$ cat config.mk
export PLATFORM = sky130hd
export DESIGN_NAME = cond_instr_decode_and_branch
export DESIGN_NICKNAME = d
export VERILOG_FILES = /design/src/sv/cidb_pkg.sv /design/src/sv/cond_instr_decode_and_branch.sv /design/src/sv/cidb_cond.sv /design/src/sv/cidb_class.sv /design/src/sv/cidb_branch.sv
export SDC_FILE = /design/constraint.sdc
export NUM_CORES = 1
export LEC_CHECK = 0
export ABC_CLOCK_PERIOD_IN_PS = 7800
export BUFFER_PORTS_ARGS = -buffer_cell sky130_fd_sc_hd__buf_2
export CORE_MARGIN = 5
export CORE_UTILIZATION = 35
export CTS_CLUSTER_SIZE = 10
export DETAILED_ROUTE_END_ITERATION = 10
export GPL_ROUTABILITY_DRIVEN = 0
export GPL_TIMING_DRIVEN = 0
export SYNTH_ARGS = -nofsm -noshare
export SYNTH_HDL_FRONTEND = slang
export SYNTH_SLANG_ARGS = --single-unit
$ cat constraint.sdc
create_clock -name clk_i -period 7.8 [get_ports clk_i]
set_input_delay 1.56 -clock clk_i [delete_from_list [all_inputs] [get_ports clk_i]]
set_output_delay 1.56 -clock clk_i [all_outputs]
set_load 0.05 [all_outputs]
$ cat src/sv/cidb_pkg.sv
// Types, codes and decode patterns for the condition check and decode block.
// No dependencies.
package cidb_pkg;

  localparam int unsigned InTdataW  = 72;
  localparam int unsigned OutTdataW = 80;

  typedef enum logic [3:0] {
    CLS_MUL      = 4'd0,
    CLS_SWAP     = 4'd1,
    CLS_MRS      = 4'd2,
    CLS_MSR_REG  = 4'd3,
    CLS_MSR_IMM  = 4'd4,
    CLS_UNDEF    = 4'd5,
    CLS_DP       = 4'd6,
    CLS_LDST_IMM = 4'd7,
    CLS_LDST_REG = 4'd8,
    CLS_LDST_M   = 4'd9,
    CLS_BRANCH   = 4'd10,
    CLS_SWI      = 4'd11
  } cidb_class_e;

  typedef enum logic [3:0] {
    CC_EQ = 4'd0,  CC_NE = 4'd1,  CC_CS = 4'd2,  CC_CC = 4'd3,
    CC_MI = 4'd4,  CC_PL = 4'd5,  CC_VS = 4'd6,  CC_VC = 4'd7,
    CC_HI = 4'd8,  CC_LS = 4'd9,  CC_GE = 4'd10, CC_LT = 4'd11,
    CC_GT = 4'd12, CC_LE = 4'd13, CC_AL = 4'd14, CC_NV = 4'd15
  } cidb_cond_e;

  localparam logic [11:0] KeyMaskMul  = 12'hfcf;
  localparam logic [11:0] KeyPatMul   = 12'h009;
  localparam logic [11:0] KeyMaskPsr  = 12'hfbf;
  localparam logic [11:0] KeyPatSwap  = 12'h109;
  localparam logic [11:0] KeyPatMrs   = 12'h100;
  localparam logic [11:0] KeyPatMsrR  = 12'h120;
  localparam logic [11:0] KeyMaskImm  = 12'hfb0;
  localparam logic [11:0] KeyPatMsrI  = 12'h320;
  localparam logic [11:0] KeyPatUndef = 12'h300;
  localparam logic [11:0] KeyMaskGrp  = 12'he00;
  localparam logic [11:0] KeyPatDpR   = 12'h000;
  localparam logic [11:0] KeyPatDpI   = 12'h200;
  localparam logic [11:0] KeyPatLdI   = 12'h400;
  localparam logic [11:0] KeyPatLdR   = 12'h600;
  localparam logic [11:0] KeyPatLdM   = 12'h800;
  localparam logic [11:0] KeyPatBr    = 12'ha00;
  localparam logic [11:0] KeyMaskSwi  = 12'hf00;
  localparam logic [11:0] KeyPatSwi   = 12'hf00;

  localparam logic [31:0] SwiVector = 32'h0000_0008;
  localparam logic [31:0] PcToLink  = 32'h0000_0004;

  typedef struct packed {
    logic [31:0] opcode;
    logic [31:0] pc_value;
    logic        flag_n;
    logic        flag_z;
    logic        flag_c;
    logic        flag_v;
  } cidb_item_t;

  typedef struct packed {
    cidb_class_e instr_class;
    logic [3:0]  alu_op;
  } cidb_decode_t;

  typedef struct packed {
    logic        redirect;
    logic [31:0] target;
    logic        link_write;
    logic [31:0] link_value;
    logic        enter_supervisor;
  } cidb_flow_t;

  typedef struct packed {
    logic         cond_pass;
    cidb_decode_t dec;
    cidb_flow_t   flow;
  } cidb_result_t;

endpackage

$ cat src/sv/cond_instr_decode_and_branch.sv
// Top level: input register, condition check, class decode, branch unit and
// result register. Depends on cidb_pkg, cidb_cond, cidb_class, cidb_branch.
//
// One instruction per transfer on the s_axis channel: instruction word,
// program counter as read (address plus eight) and the N, Z, C, V flags.
// One result per instruction on the m_axis channel: condition pass, class,
// ALU opcode, redirect and target, link write and link value, and the
// supervisor entry flag. Results leave in the order instructions arrive.
// An instruction is first held in the input register, then passes through the
// decode logic into the result register, which shows the result. Throughput
// is one instruction per cycle while the receiver does not stall, set by the two-register
// pipeline, each stage taking a new item whenever it is empty or drains.
// When the receiver stalls the result register holds, then the input
// register fills and s_axis_tready falls. Reset empties both registers.
module cond_instr_decode_and_branch (
  input  logic                           clk_i,
  input  logic                           rst_ni,
  input  logic                           s_axis_tvalid,
  output logic                           s_axis_tready,
  // opcode[31:0], pc_value[63:32], flag_n[64], flag_z[65], flag_c[66], flag_v[67], pad
  input  logic [cidb_pkg::InTdataW-1:0]  s_axis_tdata,
  output logic                           m_axis_tvalid,
  input  logic                           m_axis_tready,
  // cond_pass[0], instr_class[4:1], alu_op[8:5], redirect[9], target[41:10],
  // link_write[42], link_value[74:43], enter_supervisor[75], pad
  output logic [cidb_pkg::OutTdataW-1:0] m_axis_tdata
);
  import cidb_pkg::*;

  logic         in_valid_q;
  cidb_item_t   item_q;
  cidb_item_t   item_d;
  logic         out_valid_q;
  cidb_result_t res_q;
  cidb_result_t res_d;
  logic         out_ready;
  logic         advance;

  assign out_ready     = !out_valid_q || m_axis_tready;
  assign s_axis_tready = !in_valid_q || out_ready;
  assign advance       = in_valid_q && out_ready;

  assign item_d.opcode   = s_axis_tdata[31:0];
  assign item_d.pc_value = s_axis_tdata[63:32];
  assign item_d.flag_n   = s_axis_tdata[64];
  assign item_d.flag_z   = s_axis_tdata[65];
  assign item_d.flag_c   = s_axis_tdata[66];
  assign item_d.flag_v   = s_axis_tdata[67];

  always_ff @(posedge clk_i or negedge rst_ni) begin
    if (!rst_ni) begin
      in_valid_q  <= 1'b0;
      out_valid_q <= 1'b0;
    end else begin
      if (s_axis_tready) begin
        in_valid_q <= s_axis_tvalid;
      end
      if (out_ready) begin
        out_valid_q <= in_valid_q;
      end
    end
  end

  always_ff @(posedge clk_i) begin
    if (s_axis_tvalid && s_axis_tready) begin
      item_q <= item_d;
    end
    if (advance) begin
      res_q <= res_d;
    end
  end

  cidb_cond u_cond (
    .cond_i   (item_q.opcode[31:28]),
    .flag_n_i (item_q.flag_n),
    .flag_z_i (item_q.flag_z),
    .flag_c_i (item_q.flag_c),
    .flag_v_i (item_q.flag_v),
    .pass_o   (res_d.cond_pass)
  );

  cidb_class u_class (
    .opcode_i (item_q.opcode),
    .dec_o    (res_d.dec)
  );

  cidb_branch u_branch (
    .opcode_i      (item_q.opcode),
    .pc_value_i    (item_q.pc_value),
    .pass_i        (res_d.cond_pass),
    .instr_class_i (res_d.dec.instr_class),
    .flow_o        (res_d.flow)
  );

  assign m_axis_tvalid = out_valid_q;
  assign m_axis_tdata  = {4'b0000,
                          res_q.flow.enter_supervisor,
                          res_q.flow.link_value,
                          res_q.flow.link_write,
                          res_q.flow.target,
                          res_q.flow.redirect,
                          res_q.dec.alu_op,
                          res_q.dec.instr_class,
                          res_q.cond_pass};

endmodule

$ cat src/sv/cidb_cond.sv
// Condition field evaluation against the N, Z, C and V flags.
// Depends on cidb_pkg.
module cidb_cond (
  input  logic [3:0] cond_i,
  input  logic       flag_n_i,
  input  logic       flag_z_i,
  input  logic       flag_c_i,
  input  logic       flag_v_i,
  output logic       pass_o
);
  import cidb_pkg::*;

  always_comb begin
    case (cidb_cond_e'(cond_i))
      CC_EQ:   pass_o = flag_z_i;
      CC_NE:   pass_o = !flag_z_i;
      CC_CS:   pass_o = flag_c_i;
      CC_CC:   pass_o = !flag_c_i;
      CC_MI:   pass_o = flag_n_i;
      CC_PL:   pass_o = !flag_n_i;
      CC_VS:   pass_o = flag_v_i;
      CC_VC:   pass_o = !flag_v_i;
      CC_HI:   pass_o = flag_c_i && !flag_z_i;
      CC_LS:   pass_o = !flag_c_i || flag_z_i;
      CC_GE:   pass_o = (flag_n_i == flag_v_i);
      CC_LT:   pass_o = (flag_n_i != flag_v_i);
      CC_GT:   pass_o = !flag_z_i && (flag_n_i == flag_v_i);
      CC_LE:   pass_o = flag_z_i || (flag_n_i != flag_v_i);
      CC_AL:   pass_o = 1'b1;
      default: pass_o = 1'b0;
    endcase
  end

endmodule

$ cat src/sv/cidb_class.sv
// Instruction class decode from bits 27:20 and 7:4, in priority order.
// Depends on cidb_pkg.
module cidb_class (
  input  logic [31:0]           opcode_i,
  output cidb_pkg::cidb_decode_t dec_o
);
  import cidb_pkg::*;

  logic [11:0] key;

  assign key = {opcode_i[27:20], opcode_i[7:4]};

  always_comb begin
    if ((key & KeyMaskMul) == KeyPatMul) begin
      dec_o.instr_class = CLS_MUL;
    end else if ((key & KeyMaskPsr) == KeyPatSwap) begin
      dec_o.instr_class = CLS_SWAP;
    end else if ((key & KeyMaskPsr) == KeyPatMrs) begin
      dec_o.instr_class = CLS_MRS;
    end else if ((key & KeyMaskPsr) == KeyPatMsrR) begin
      dec_o.instr_class = CLS_MSR_REG;
    end else if ((key & KeyMaskImm) == KeyPatMsrI) begin
      dec_o.instr_class = CLS_MSR_IMM;
    end else if ((key & KeyMaskImm) == KeyPatUndef) begin
      dec_o.instr_class = CLS_UNDEF;
    end else if ((key & KeyMaskGrp) == KeyPatDpR || (key & KeyMaskGrp) == KeyPatDpI) begin
      dec_o.instr_class = CLS_DP;
    end else if ((key & KeyMaskGrp) == KeyPatLdI) begin
      dec_o.instr_class = CLS_LDST_IMM;
    end else if ((key & KeyMaskGrp) == KeyPatLdR) begin
      dec_o.instr_class = CLS_LDST_REG;
    end else if ((key & KeyMaskGrp) == KeyPatLdM) begin
      dec_o.instr_class = CLS_LDST_M;
    end else if ((key & KeyMaskGrp) == KeyPatBr) begin
      dec_o.instr_class = CLS_BRANCH;
    end else if ((key & KeyMaskSwi) == KeyPatSwi) begin
      dec_o.instr_class = CLS_SWI;
    end else begin
      dec_o.instr_class = CLS_UNDEF;
    end
    dec_o.alu_op = (dec_o.instr_class == CLS_DP) ? opcode_i[24:21] : 4'd0;
  end

endmodule

$ cat src/sv/cidb_branch.sv
// Branch target, link value and software interrupt entry for passing items.
// Depends on cidb_pkg.
module cidb_branch (
  input  logic [31:0]           opcode_i,
  input  logic [31:0]           pc_value_i,
  input  logic                  pass_i,
  input  cidb_pkg::cidb_class_e instr_class_i,
  output cidb_pkg::cidb_flow_t  flow_o
);
  import cidb_pkg::*;

  logic [31:0] offset;
  logic [31:0] br_target;

  assign offset    = {{6{opcode_i[23]}}, opcode_i[23:0], 2'b00};
  assign br_target = pc_value_i + offset;

  always_comb begin
    flow_o.redirect         = 1'b0;
    flow_o.target           = '0;
    flow_o.link_write       = 1'b0;
    flow_o.link_value       = pc_value_i - PcToLink;
    flow_o.enter_supervisor = 1'b0;
    if (pass_i && instr_class_i == CLS_BRANCH) begin
      flow_o.redirect   = 1'b1;
      flow_o.target     = {br_target[31:2], 2'b00};
      flow_o.link_write = opcode_i[24];
    end else if (pass_i && instr_class_i == CLS_SWI) begin
      flow_o.redirect         = 1'b1;
      flow_o.target           = SwiVector;
      flow_o.link_write       = 1'b1;
      flow_o.enter_supervisor = 1'b1;
    end
  end

endmodule

# After elaboration in Yosys (flattened, before gate mapping)

Cells that the tools add are included.

Divide/modulo/power cells: 0
Shifts and indexed selects: 0
Add/sub/neg operators: 2
$mul: 0
Mux-type cells: 16
Magnitude comparators: 0
Reductions and logical operators: 19
Eq/ne operators: 31
Bitwise gates (word level): 0

Operators with widths:

| operator                                                                | count |
|---|---|
| 4-bit 2-to-1 mux                                                        | 12 |
| 4-bit equality test (second input constant)                             | 10 |
| 34-bit 2-to-1 mux                                                       | 1 |
| 11-bit by 8-bit equality test with 1-bit output (second input constant) | 3 |
| 33-bit 2-to-1 mux                                                       | 1 |
| 32-bit adder                                                            | 1 |
| 32-bit by 3-bit subtractor with 32-bit output (second input constant)   | 1 |
| 4-bit by 3-bit equality test with 1-bit output (second input constant)  | 5 |
| 1-bit one-hot mux with 15 select lines                                  | 1 |
| 7-bit by 5-bit equality test with 1-bit output (second input constant)  | 2 |
| 12-bit zero test                                                        | 1 |
| 10-bit by 4-bit equality test with 1-bit output (second input constant) | 1 |
| 4-bit by 2-bit equality test with 1-bit output (second input constant)  | 2 |
| 3-bit by 2-bit equality test with 1-bit output (second input constant)  | 2 |
| 3-bit equality test (second input constant)                             | 2 |
| 1-bit logical AND                                                       | 6 |
| 1-bit zero test                                                         | 6 |
| 1-bit logical OR                                                        | 5 |
| 4-bit by 1-bit equality test with 1-bit output (second input constant)  | 1 |
| 4-bit zero test                                                         | 1 |
| 3-bit by 1-bit equality test with 1-bit output (second input constant)  | 1 |
| 1-bit equality test                                                     | 1 |
| 1-bit 2-to-1 mux                                                        | 1 |
| 1-bit inequality test                                                   | 1 |

Bits in registers: 146
ROM bits: 0
Output and inout port bits: 82
Latch bits: 0
Memories: 0
Input bits: 76
Memory bits (writable): 0
Word-level logic and storage cells: 85

# Logic depth before layout (Yosys ltp)

Depth after elaboration: 17
Gate-level depth with buffers: 9
Gate-level depth less buffers: 9

# By module

Synthesis repeated with hierarchy kept, for this count alone.

Cell total of the unflattened synthesis: 589
Area total of the unflattened synthesis: 7,350.8 sq um

By module, submodules not included:

| module                       | area an instance (sq um) | instances | cells each | sequential area each (sq um) |
|---|---|---|---|---|
| cond_instr_decode_and_branch | 4,461.8                  | 1         | 157        | 4,374.2 |
| cidb_branch                  | 2,506.2                  | 1         | 372        | 0.0 |
| cidb_cond                    | 193.9                    | 1         | 28         | 0.0 |
| cidb_class                   | 188.9                    | 1         | 32         | 0.0 |

# Worst setup path before layout

Ideal clock, no wire load.

Path type: input -> register
Start point: input m_axis_tready
End point: register item_q[0] in the netlist's numbering, enable pin
Path buffers: 0
Data arrival time: 3.695 ns
Library setup time: 0.433 ns
Required time: 7.367 ns
Path slack: 3.672 ns
Stages: 2
Path through: nand3b_1 > and2_1

Longest elaborated chain between the ends: 3

Ends and longest elaborated chain:

| what                   | line                               | source |
|---|---|---|
| start: declaration     | cond_instr_decode_and_branch.sv:23 | `input logic m_axis_tready,` |
| 1-bit logical OR       | cond_instr_decode_and_branch.sv:39 | `assign out_ready = !out_valid_q \|\| m_axis_tready;` |
| 1-bit logical OR       | cond_instr_decode_and_branch.sv:40 | `assign s_axis_tready = !in_valid_q \|\| out_ready;` |
| 1-bit logical AND      | cond_instr_decode_and_branch.sv:65 | `if (s_axis_tvalid && s_axis_tready) begin` |
| end signal: assignment | cond_instr_decode_and_branch.sv:66 | `item_q <= item_d;` |
| end: declaration       | cond_instr_decode_and_branch.sv:31 | `cidb_item_t item_q;` |

Every way passes these cells.
A chain may end at the register's enable or synchronous reset.

# Final worst setup path

Start point: register item_q[67] in the netlist's numbering
End point: register res_q (netlist bit m_axis_tdata[34]) (data pin)

Longest elaborated chain between the ends: 4
Elaborated cells on any way between the ends: 18
Those cells by class: 14 x eq/ne; 2 x mux; 2 x reduce/logical

Ends and longest elaborated chain:

| what                                              | line                               | source |
|---|---|---|
| 4-bit equality test, or another cell as far along | cidb_cond.sv:14                    | `case (cidb_cond_e'(cond_i))` |
| 1-bit one-hot mux with 15 select lines (*)        | cidb_cond.sv:14                    |  |
| 1-bit logical AND (*)                             | cidb_branch.sv:24                  | `if (pass_i && instr_class_i == CLS_BRANCH) begin` |
| 33-bit 2-to-1 mux (*)                             | cidb_branch.sv:24                  |  |
| end signal: assignment                            | cond_instr_decode_and_branch.sv:69 | `res_q <= res_d;` |
| end: declaration                                  | cond_instr_decode_and_branch.sv:34 | `cidb_result_t res_q;` |

Every way passes the cells marked *; elsewhere a longest branch is shown, timed or not.

==> metrics.cfg <==
[outcome]
status = completed

[synth]
synth_cells = 601
synth_edf_count = 142
yosysMostFrequentCell = edfxtp_1
ys_top_cells_by_count = edfxtp_1 (142), nand2_1 (45), nor2_1 (42)
ys_seq_elements = 144
ys_seq_area_share_pct = 59.53
synth_top_area_share_pct = 58.84
async_reset_ff_share_pct = 1.389
synth.area.top_cells = edfxtp_1 (59%), ha_1 (5.2%), xor2_1 (2.7%), a21oi_1 (2.6%), nand2_1 (2.3%)
yosys.cell_types.count = 62
synth_warnings = 0
ys.flop_type = edfxtp_1
synth_area_um2 = 7247
synth_largest_area_cell = edfxtp_1
syn_avg_cell_area_um2 = 12.06

[critical_path]
worst_ep_arrival_time_ns = 3.91
start_kind = register
r2r_slack_ns = 4.10
cp_top_family = simple AND/OR/NAND/NOR gates
worstPathMaxFanout = 10
cpMostUsedCell = clkbuf_1
critPathBufInv = 2
crit_slowest_cell = a31oi_1
critPathKind = register to register
endpoint_kind = register
worst_ep_required_time_ns = 8.00
cp_cell_sequence = clkbuf_1 -> or3b_2 -> a21oi_1 -> o21ai_0 -> a31oi_1 -> nand2_1 -> clkbuf_1 -> nor3_1
worst_path_largest_cell_delay_ns = 0.80

[timing]
rsz0062_at_grt = false
maxSlewViolCount = 0
worstMarginPinSlew_ns = 0.9581
finalHoldViolCount = 0
timing.setup.tns_ns = 0
slew_headroom_pct = 35.83
finalCritPeriodShare_pct = 47.49
fmax_mhz = 269.9
finalCriticalPeriod_ns = 3.704
hold_ws_ns = 0.4174
finClkSkew_ns = 0.01130
setup_viol = 0

[route]
viasPerCell = 5.094
drt-total-wl_um = 17370
drtIter0Drc = 387
detail-route-antenna-nets = 0
post_drt_wl_per_cell_um = 16.43
vias = 5384
dr.pass1.iters = 6
drc_errors = 0

[layout]
drive_gt1_share_pct = 25.92
nets = 881
antennaDiodeCount = 0
multi_input_area_um2 = 2794
regArea_um2 = 4314
design_area_um2 = 9002
fillers = 1962
syn_to_final_growth_pct = 24.22
final_cells = 1057

[clocking]
max-clock-path-buffers = 2
cts-root-buf = clkbuf_16
htree_levels = 4
worstSkewPairLatency_ns = 0.43
post-cts-setup-buffer-count = 0
cts_sinks = 144
cts_inserted_buffers = 17
holdBufCountCts = 0
cts_tree = done
path_clk_slew_ns = 0.06
cts_resized = 0

[die]
chipHeight_um = 153.9
die_area_um2 = 23680
pin_count = 158
chipWidth_um = 153.9
rows = 52
initial_utilization_pct = 35.70
core-area_um2 = 20300

[power]
p_per_area_nw_per_um2 = 243.5
p_leak_nw = 3.471
ir_drop_v = 0.0001497
totalPowerFinal_mw = 2.192

[place]
dp_hpwl_um = 13190
postPlaceCellArea_um2 = 8384
dp_cells = 1025
io_buffers = 147

[worst_hold_path]
holdCritPathClass = register to register

[run]
cap_violations = 0

[grt]
grt_remaining_overflow = 0
grt_pass1_wl_um = 27680
grt_max_degree = 39
track_usage_pct = 14.80
antenna_found_initial = 2
grt_pass1_vias = 5344

-- state kept, by name, summed over array words and instances (netlist names) --
signal and flops:
in_valid_q 1, m_axis_tvalid 1, item_q 68, m_axis_tdata 74
-- layout make-up --
class	instances	area share, %
inverter	16	0.6671
timing repair buffer	149	8.617
clock buffer	18	4.767
clock inverter	14	2.099
tap	270	3.753
multi-input combinational	427	31.04
buffer	19	1.140
sequential	144	47.92
-- stage by stage --
stage          setup slack, ns  utilization [%]
2_1_floorplan            3.672                -
3_3_place_gp             2.928            41.08
3_5_place_dp             4.095            41.30
4_1_cts                  4.046            44.35
5_1_grt                  3.749            44.35
6_report                 4.096            44.35
-- kinds of logic after synthesis --
logic type | after synthesis | synth area share (%)
AO/OA/AOI/OAI | 138 | 12.22
XOR/XNOR | 36 | 4.351
adder cells (fa/ha/maj) | 31 | 5.456
buffers and inverters | 35 | 2.244
flip-flops | 144 | 59.53
multiplexers | 4 | 0.5698
other | 1 | 0.05175
AND/OR/NAND/NOR | 212 | 15.57
-- layer usage --
metal  global-route usage [%]  share of wire [%]
met5                        0               0.15
met4                    4.500                1.6
met3                    5.031                7.2
met2                    24.65                 48
met1                    18.26                 43
-- cell usage in the layout, fill, tap and decap left out, types with 12 or more instances in the layout --
cell / synthesis / routed
a21oi_1: 37 / 37
buf_2: 1 / 148
clkbuf_1: 11 / 12
clkbuf_16: 0 / 17
edfxtp_1: 142 / 142
ha_1: 30 / 30
inv_1: 16 / 16
nand2_1: 45 / 45
nand3_1: 13 / 13
nor2_1: 42 / 42
nor3_1: 27 / 27
o21a_1: 13 / 13
o21ai_0: 32 / 32
xnor2_1: 14 / 14
xor2_1: 22 / 22
-- where the power goes --
part	internal, mW	switching, mW
registers	0.918	0.0305
logic	0.119	0.277
clock network	0.534	0.314
-- worst paths after layout --
kind,depth (start not counted),startpoint,end
worst max-delay path,8,item_q[67],m_axis_tdata[34]
worst min-delay path,0,item_q[4],m_axis_tdata[43]
worst max register to register,8,item_q[67],m_axis_tdata[34]
worst min register to register,0,item_q[4],m_axis_tdata[43]
max in group asynchronous,1,rst_ni,in_valid_q
min in group asynchronous,1,rst_ni,m_axis_tvalid
Note: power is estimated with default switching activity, not from simulation.
